**config.mk**
```make
export PLATFORM = sky130hd
export DESIGN_NAME = frfcfs_ctrl
export DESIGN_NICKNAME = d
export VERILOG_FILES = /design/src/hdl/frfcfs_pkg.sv /design/src/hdl/frfcfs_ctrl.sv
export VERILOG_INCLUDE_DIRS = /design/src /design/src/hdl
export SDC_FILE = /design/constraint.sdc
export NUM_CORES = 1
export LEC_CHECK = 0
export BUFFER_PORTS_ARGS = -buffer_cell sky130_fd_sc_hd__buf_2
export CAP_MARGIN = 15
export CORE_AREA = 10 10 47 49
export CTS_BUF_LIST = sky130_fd_sc_hd__clkbuf_16
export CTS_CLUSTER_SIZE = 16
export DETAILED_ROUTE_END_ITERATION = 16
export DIE_AREA = 0 0 57 59
export SLEW_MARGIN = 40
export SYNTH_ARGS = -nofsm -noshare
export SYNTH_HDL_FRONTEND = slang
export SYNTH_SLANG_ARGS = --single-unit
```
**constraint.sdc**
```tcl
create_clock -name clock -period 3.2 [get_ports clock]
set_clock_uncertainty 0.15 [all_clocks]
set_input_delay 0.8 -clock clock [delete_from_list [all_inputs] [get_ports clock]]
set_output_delay 0.8 -clock clock [all_outputs]
set_load 0.02 [all_outputs]
```
**src/hdl/fr_fcfs_bank_request_scheduler_unit_defines.svh**
```systemverilog
// -----------------------------------------------------------------------------
// Assertion macros for the FR-FCFS bank request scheduler
// Define NO_ASSERTIONS to compile every check away.
// -----------------------------------------------------------------------------
`ifndef FR_FCFS_BANK_REQUEST_SCHEDULER_UNIT_DEFINES_SVH
`define FR_FCFS_BANK_REQUEST_SCHEDULER_UNIT_DEFINES_SVH

`ifndef NO_ASSERTIONS

// property holds at every edge outside reset
`define ASSERT_ALWAYS(lbl, clk, rst, prop) \
   lbl : assert property (@(posedge clk) disable iff (rst) (prop)) \
      else $error("assertion failed");

// consequent holds in the same cycle as the antecedent
`define ASSERT_IMPL(lbl, clk, rst, ante, cons) \
   lbl : assert property (@(posedge clk) disable iff (rst) (ante) |-> (cons)) \
      else $error("assertion failed");

// consequent holds in the cycle after the antecedent
`define ASSERT_NEXT(lbl, clk, rst, ante, cons) \
   lbl : assert property (@(posedge clk) disable iff (rst) (ante) |=> (cons)) \
      else $error("assertion failed");

`else

`define ASSERT_ALWAYS(lbl, clk, rst, prop)
`define ASSERT_IMPL(lbl, clk, rst, ante, cons)
`define ASSERT_NEXT(lbl, clk, rst, ante, cons)

`endif

`endif

```
**src/hdl/frfcfs_pkg.sv**
```systemverilog
// -----------------------------------------------------------------------------
// frfcfs_pkg
// Field widths, codes and control structs shared by the scheduler modules.
// -----------------------------------------------------------------------------
package frfcfs_pkg;

   localparam int MODE_W      = 2;
   localparam int BANK_FLD_W  = 4;
   localparam int ROW_W       = 16;
   localparam int TAG_FLD_W   = 8;
   localparam int STATUS_W    = 2;
   localparam int COUNT_FLD_W = 5;

   localparam int NUM_BANKS_DEF   = 16;
   localparam int QUEUE_DEPTH_DEF = 16;
   localparam int TAG_BITS_DEF    = 8;

   typedef enum logic [MODE_W-1:0] {
      MODE_STORE  = 2'd0,
      MODE_REMOVE = 2'd1,
      MODE_SELECT = 2'd2,
      MODE_QUERY  = 2'd3
   } mode_type;

   typedef enum logic [STATUS_W-1:0] {
      STATUS_DONE = 2'd0,
      STATUS_FULL = 2'd1,
      STATUS_MISS = 2'd2
   } status_type;

   // controller to datapath
   typedef struct packed {
      logic load;
      logic store;
      logic scan;
      logic shift;
      logic commit;
      logic emit;
   } cmd_type;

   // datapath to controller
   typedef struct packed {
      mode_type mode;
      logic     bad;
      logic     empty;
      logic     open;
      logic     first;
      logic     row_eq;
      logic     tag_eq;
      logic     last;
      logic     drain;
      logic     out_free;
   } stat_type;

endpackage

```
**src/hdl/frfcfs_ctrl.sv**
```systemverilog
// -----------------------------------------------------------------------------
// frfcfs_ctrl
// Sequencer: takes one request, walks the bank queue and hands out the result.
// -----------------------------------------------------------------------------
`include "fr_fcfs_bank_request_scheduler_unit_defines.svh"

module frfcfs_ctrl (
   input  logic                clock,
   input  logic                reset,
   input  logic                req_valid,
   output logic                req_ready,
   input  frfcfs_pkg::stat_type st_i,
   output frfcfs_pkg::cmd_type  cmd_o
);

   typedef enum logic [2:0] {
      S_IDLE,
      S_DECIDE,
      S_SCAN,
      S_SHIFT,
      S_FINISH
   } state_type;

   state_type state_ff;
   state_type state_in;

   always_comb begin
      state_in  = state_ff;
      cmd_o     = '0;
      req_ready = 1'b0;
      unique case (state_ff)
         S_IDLE: begin
            req_ready = 1'b1;
            if (req_valid) begin
               cmd_o.load = 1'b1;
               state_in   = S_DECIDE;
            end
         end
         S_DECIDE: begin
            priority if (st_i.bad || st_i.mode == frfcfs_pkg::MODE_STORE) begin
               cmd_o.store = (st_i.mode == frfcfs_pkg::MODE_STORE);
               state_in    = S_FINISH;
            end else if (st_i.empty) begin
               state_in = S_FINISH;
            end else begin
               state_in = S_SCAN;
            end
         end
         S_SCAN: begin
            cmd_o.scan = 1'b1;
            unique case (st_i.mode)
               frfcfs_pkg::MODE_REMOVE: begin
                  priority if (st_i.tag_eq) begin
                     state_in = S_SHIFT;
                  end else if (st_i.last) begin
                     state_in = S_FINISH;
                  end else begin
                     state_in = S_SCAN;
                  end
               end
               frfcfs_pkg::MODE_SELECT: begin
                  // closed bank takes the head; open bank stops at the first row hit
                  if ((st_i.first && !st_i.open) || (st_i.open && st_i.row_eq) ||
                      st_i.last) begin
                     state_in = S_FINISH;
                  end
               end
               frfcfs_pkg::MODE_QUERY: begin
                  if (st_i.last) begin
                     state_in = S_FINISH;
                  end
               end
               default: begin
                  state_in = S_FINISH;
               end
            endcase
         end
         S_SHIFT: begin
            if (st_i.drain) begin
               cmd_o.commit = 1'b1;
               state_in     = S_FINISH;
            end else begin
               cmd_o.shift = 1'b1;
            end
         end
         S_FINISH: begin
            if (st_i.out_free) begin
               cmd_o.emit = 1'b1;
               state_in   = S_IDLE;
            end
         end
         default: begin
            state_in = S_IDLE;
         end
      endcase
   end

   always_ff @(posedge clock) begin
      if (reset) begin
         state_ff <= S_IDLE;
      end else begin
         state_ff <= state_in;
      end
   end

   `ASSERT_ALWAYS(a_cmd_onehot, clock, reset, $onehot0({cmd_o.load, cmd_o.store, cmd_o.commit, cmd_o.emit}))
   `ASSERT_NEXT(a_load_decide, clock, reset, cmd_o.load, state_ff == S_DECIDE)
   `ASSERT_NEXT(a_emit_idle, clock, reset, cmd_o.emit, state_ff == S_IDLE && req_ready)

endmodule

```
# [Word level (Yosys, flattened, before mapping)]
# Cells that the tools add are included.
[word_totals] reg_bits=3 latch_bits=0 mem_bits_rw=0 romBits=0 inputBits=14 out_inout_bits=7 elab_cells=44 mem_count=0
[classes] add_sub_neg=0 n_mul=0 div=0 order_cmp=0 eq_ne=12 shift=0 mux=22 bitwise=0 n_reduce_logical=9
[op_table] cell="2-to-1 mux 3 bit" n=9
[op_table] cell="one-hot mux 3 bit (5 select lines)" n=1
[op_table] cell="2-to-1 mux 1 bit" n=10
[op_table] cell="one-hot mux 3 bit (3 select lines)" n=1
[op_table] cell="equality test 3 x 2 -> 1 bit (second input constant)" n=2
[op_table] cell="!= test 2 bit (second input constant)" n=3
[op_table] cell="!= test 3 bit (second input constant)" n=2
[op_table] cell="AND reduction 5 bit" n=1
[op_table] cell="equality test 2 bit (second input constant)" n=2
[op_table] cell="equality test 3 x 1 -> 1 bit (second input constant)" n=1
[op_table] cell="equality test 3 bit (second input constant)" n=1
[op_table] cell="logical NOT 3 bit" n=1
[op_table] cell="logical OR 1 bit" n=3
[op_table] cell="equality test 2 x 1 -> 1 bit (second input constant)" n=1
[op_table] cell="logical AND 1 bit" n=2
[op_table] cell="logical NOT 2 bit" n=1
[op_table] cell="2-to-1 mux 2 bit" n=1
[op_table] cell="logical NOT 1 bit" n=1

# [Logic depth before layout (Yosys ltp)]
[logic_depth] depth_word=7 mapped_depth=5 ltp_nobuf=4

# [Worst setup path before layout]
# No wires, ideal clock.
[synth_path] path_kind="input -> output" from="input st_i[10] (netlist bit)" to="output cmd_o[4] (netlist bit)" t_arrival_ns=1.510 required_time_ns=2.250 slack_ns=0.740 path_stages=1 path_buffers=0 cell_sequence="nor4_1"
[synth_via] elab_chain_cells=4
[synth_rtl] item="from (decl)" line_no="frfcfs_ctrl.sv:12" rtl="input frfcfs_pkg::stat_type st_i,"
[synth_rtl] item="logical NOT 2 bit (*)" line_no="frfcfs_ctrl.sv:40, frfcfs_ctrl.sv:41"
[synth_rtl] item="logical OR 1 bit" line_no="frfcfs_ctrl.sv:40" rtl="priority if (st_i.bad || st_i.mode == frfcfs_pkg::MODE_STORE) begin"
[synth_rtl] item="2-to-1 mux 1 bit (*)" line_no="frfcfs_ctrl.sv:40"
[synth_rtl] item="2-to-1 mux 1 bit (*)" line_no="frfcfs_ctrl.sv:31" rtl="unique case (state_ff)"
[synth_rtl] item="to (decl)" line_no="frfcfs_ctrl.sv:13" rtl="output frfcfs_pkg::cmd_type cmd_o"
# Mark *: on every way between the ends. The rest lies on a longest branch, timed or not.

==> results.sh <==
export IMPL_min_period_ns=2.31
export IMPL_finalHoldViolCount=0
export IMPL_arrival_ns=1.36
export IMPL_die_h_um=59
export IMPL_intPower_w=0.000228
export IMPL_cp_end_kind="output pin"
export IMPL_core_region_area_um2=1400
export IMPL_clkTransAtPathRegs_ns=0.03
export IMPL_synth_nets=53
export IMPL_yosysTopAreaCell="dfxtp_1"
export IMPL_fmax_ghz=0.434
export IMPL_vias=364
export IMPL_r2r_start="state_ff[1]"
export IMPL_setup_viol=0
export IMPL_ant_nets=0
export IMPL_outcome="complete, no violations"
export IMPL_finalSetupTns_ns=0
export IMPL_io_pins=21
export IMPL_finalWeightedCongestion=0.733
export IMPL_clkPwrFrac_pct=64.6
export IMPL_grt_pass1_vias=352
export IMPL_root_buffer="clkbuf_16"
export IMPL_p_sw_w=0.0000696
export IMPL_syn_to_final_growth_pct=50.8
export IMPL_syn_cell_area_um2=333
export IMPL_power_density_nw_per_um2=594
export IMPL_grt_total_usage_pct=5.88
export IMPL_maxSlewHeadroom_pct=72.0
export IMPL_worst_slew_pin_slew_ns=0.419
export IMPL_ys_warn_count=0
export IMPL_die_x_um=57
export IMPL_clockBufferDepth=2
export IMPL_grt_overflow=0
export IMPL_rsz0062_at_grt="false"
export IMPL_min_path_type="reg -> reg"
export IMPL_stdcell_count=76
export IMPL_pwr_share_comb_pct=18.1
export IMPL_grt_pass1_wl_um=1520
export IMPL_use_met1_pct=5.70
export IMPL_start_kind="input port"
export IMPL_slew_violations=0
export IMPL_r2r_end="state_ff[1]"
export IMPL_final_area_um2=502
export IMPL_grt_antenna_before_repair=0
export IMPL_p_leak_nw=0.257
export IMPL_yosys_area_top_type_share_pct=18.0
export IMPL_largest_reg_flops=3
export IMPL_syn_instance_count=39
export IMPL_first_pass_iters=2
export IMPL_place_area_um2=423
export IMPL_wirelength_um=909
export IMPL_min_delay_path_depth=2
export IMPL_viasPerCell=4.79
export IMPL_worstPathRequired_ns=2.25
export IMPL_top_regs="state_ff (3)"
export IMPL_gr_usage_met2_pct=8.22
export IMPL_place_inst=72
export IMPL_cts_repair_resized=0
export IMPL_rows=14
export IMPL_reg2reg_slack_ns=1.72
export IMPL_synth_seq_cells=3
export IMPL_grt_max_degree=13
export IMPL_min_to="state_ff[1]"
export IMPL_busiest_layer="met2"
export IMPL_path_class="in -> out"
export IMPL_cts_buffers=3
export IMPL_initial_utilization_pct=23.7
export IMPL_ir_worst_vdd_mv=0.291
export IMPL_cts_sinks=3
export IMPL_htreeDepth=1
export IMPL_path_max_fanout=4
export IMPL_totalPowerFinal_w=0.000298
export IMPL_hold_buffers=0
export IMPL_drc_errors=0
export IMPL_dp_hpwl_um=772
export IMPL_first_iter_violations=2
export IMPL_synthTopCellsByArea="dfxtp_1 (18%), buf_6 (6.8%), nor4_4 (6.4%)"
export IMPL_p_sw_share_pct=23.3
export IMPL_final_nets=75
export IMPL_portBuffers=20
export IMPL_grt_met3_usage_pct=4.29
export IMPL_clk_latency_ns=0.22
export IMPL_dieArea_um2=3360
export IMPL_post_cts_setup_buffers=0
export IMPL_rr_worst_depth=4
export IMPL_cap_violations=0
export IMPL_synth_cell_types=25
export IMPL_fin_crit_sh_pct=72.1
export IMPL_postSynthAreaPerCell_um2=8.53
export IMPL_ys_seq_area_share_pct=18.0
export IMPL_cts_tree="yes"
export IMPL_n_antenna_cell=0
export IMPL_largest_register="state_ff"
export IMPL_seqPwrFrac_pct=17.4
export IMPL_hold_path_startpoint="state_ff[2]"
export IMPL_wire_per_inst_um=12.0
export IMPL_layout_drive_gt1_share_pct=45.0
==> cells in the final DEF, fill, tap and decap left out, drive strengths merged <==
master	synthesis	final
clkbuf	0	3
a2111o	1	1
nand3b	2	2
buf	3	20
and3	1	1
o32ai	1	1
dfxtp	3	3
o211a	1	1
nor3	3	3
inv	4	5
a22o	1	1
o21ai	1	1
nor2	5	5
mux2i	1	1
o221a	1	1
nor3b	1	1
nor4	2	2
nand3	1	1
and2	1	1
nand2b	2	2
a31oi	1	1
o2111ai	1	1
and2b	1	1
a32o	1	1
==> worst max-delay path by stage <==
stage	from	end	slack, ns	cells after the start
global placement	st_i[10]	cmd_o[4]	0.88	3
floorplan	st_i[10]	cmd_o[4]	0.74	1
detailed placement	st_i[10]	cmd_o[4]	0.90	3
global route	st_i[10]	cmd_o[4]	0.82	3
finish	st_i[10]	cmd_o[4]	0.89	3
CTS	st_i[10]	cmd_o[4]	0.89	3
==> power groups by stage <==
stage               combinational, W  clock [W]  sequential [W]
floorplan                  0.0000489          0       0.0000431
global placement           0.0000543          0       0.0000521
detailed placement         0.0000550          0       0.0000522
CTS                        0.0000550   0.000195       0.0000518
global route               0.0000606   0.000202       0.0000534
finish                     0.0000538   0.000192       0.0000517
==> logic make-up (layout without fill, tap and decap cells) <==
group                  after synthesis  count (layout)  share of synthesized area (%)
buffers and inverters                7              28                           13.5
AO/OA/AOI/OAI                        9               9                           25.6
flip-flops                           3               3                           18.0
multiplexers                         1               1                           3.01
AND/OR/NAND/NOR                     19              19                           39.9
==> layout make-up <==
cell class	count	area [um2]
repair buffers	20	100
clock inverters	1	3.75
well taps	16	20.0
multi-input cells	29	228
flip-flops and latches	3	60.1
fillers	152	900
inverters	4	15.0
clock buffers	3	75.1
==> cell usage after synthesis (all sizes together) <==
cell,number
nor2,5
inv,4
buf,3
dfxtp,3
nor3,3
nand2b,2
nand3b,2
nor4,2
a2111o,1
a22o,1
a31oi,1
a32o,1
and2,1
and2b,1
and3,1
mux2i,1
nand3,1
nor3b,1
o2111ai,1
o211a,1
o21ai,1
o221a,1
o32ai,1
==> per-stage QoR <==
| stage | hold WS [ns] | util, % | setup slack [ns] |
|---|---|---|---|
| final | 0.567 | 35.8 | 0.893 |
| after global routing | 0.627 | 35.8 | 0.821 |
| after CTS | 0.570 | 35.8 | 0.886 |
| after detailed placement | 0.558 | 30.2 | 0.895 |
| after global placement | 0.537 | 30.2 | 0.877 |
| after floorplan | 0.479 | - | 0.740 |
==> worst max-delay path, cell delays in order <==
cell    delay (ns)
buf_2         0.12
nor4_1        0.23
buf_2         0.21
==> per-layer routing <==
| layer | wire length (um) | vias up | part of all wire (%) |
|---|---|---|---|
| met1 | 360 | 156 | 40 |
| met2 | 405 | 16 | 45 |
| li1 | - | 188 | - |
| met5 | 0 | - | 0 |
| met3 | 106 | 4 | 12 |
| met4 | 37 | 0 | 4.1 |
(Power assumes the default switching activity.)
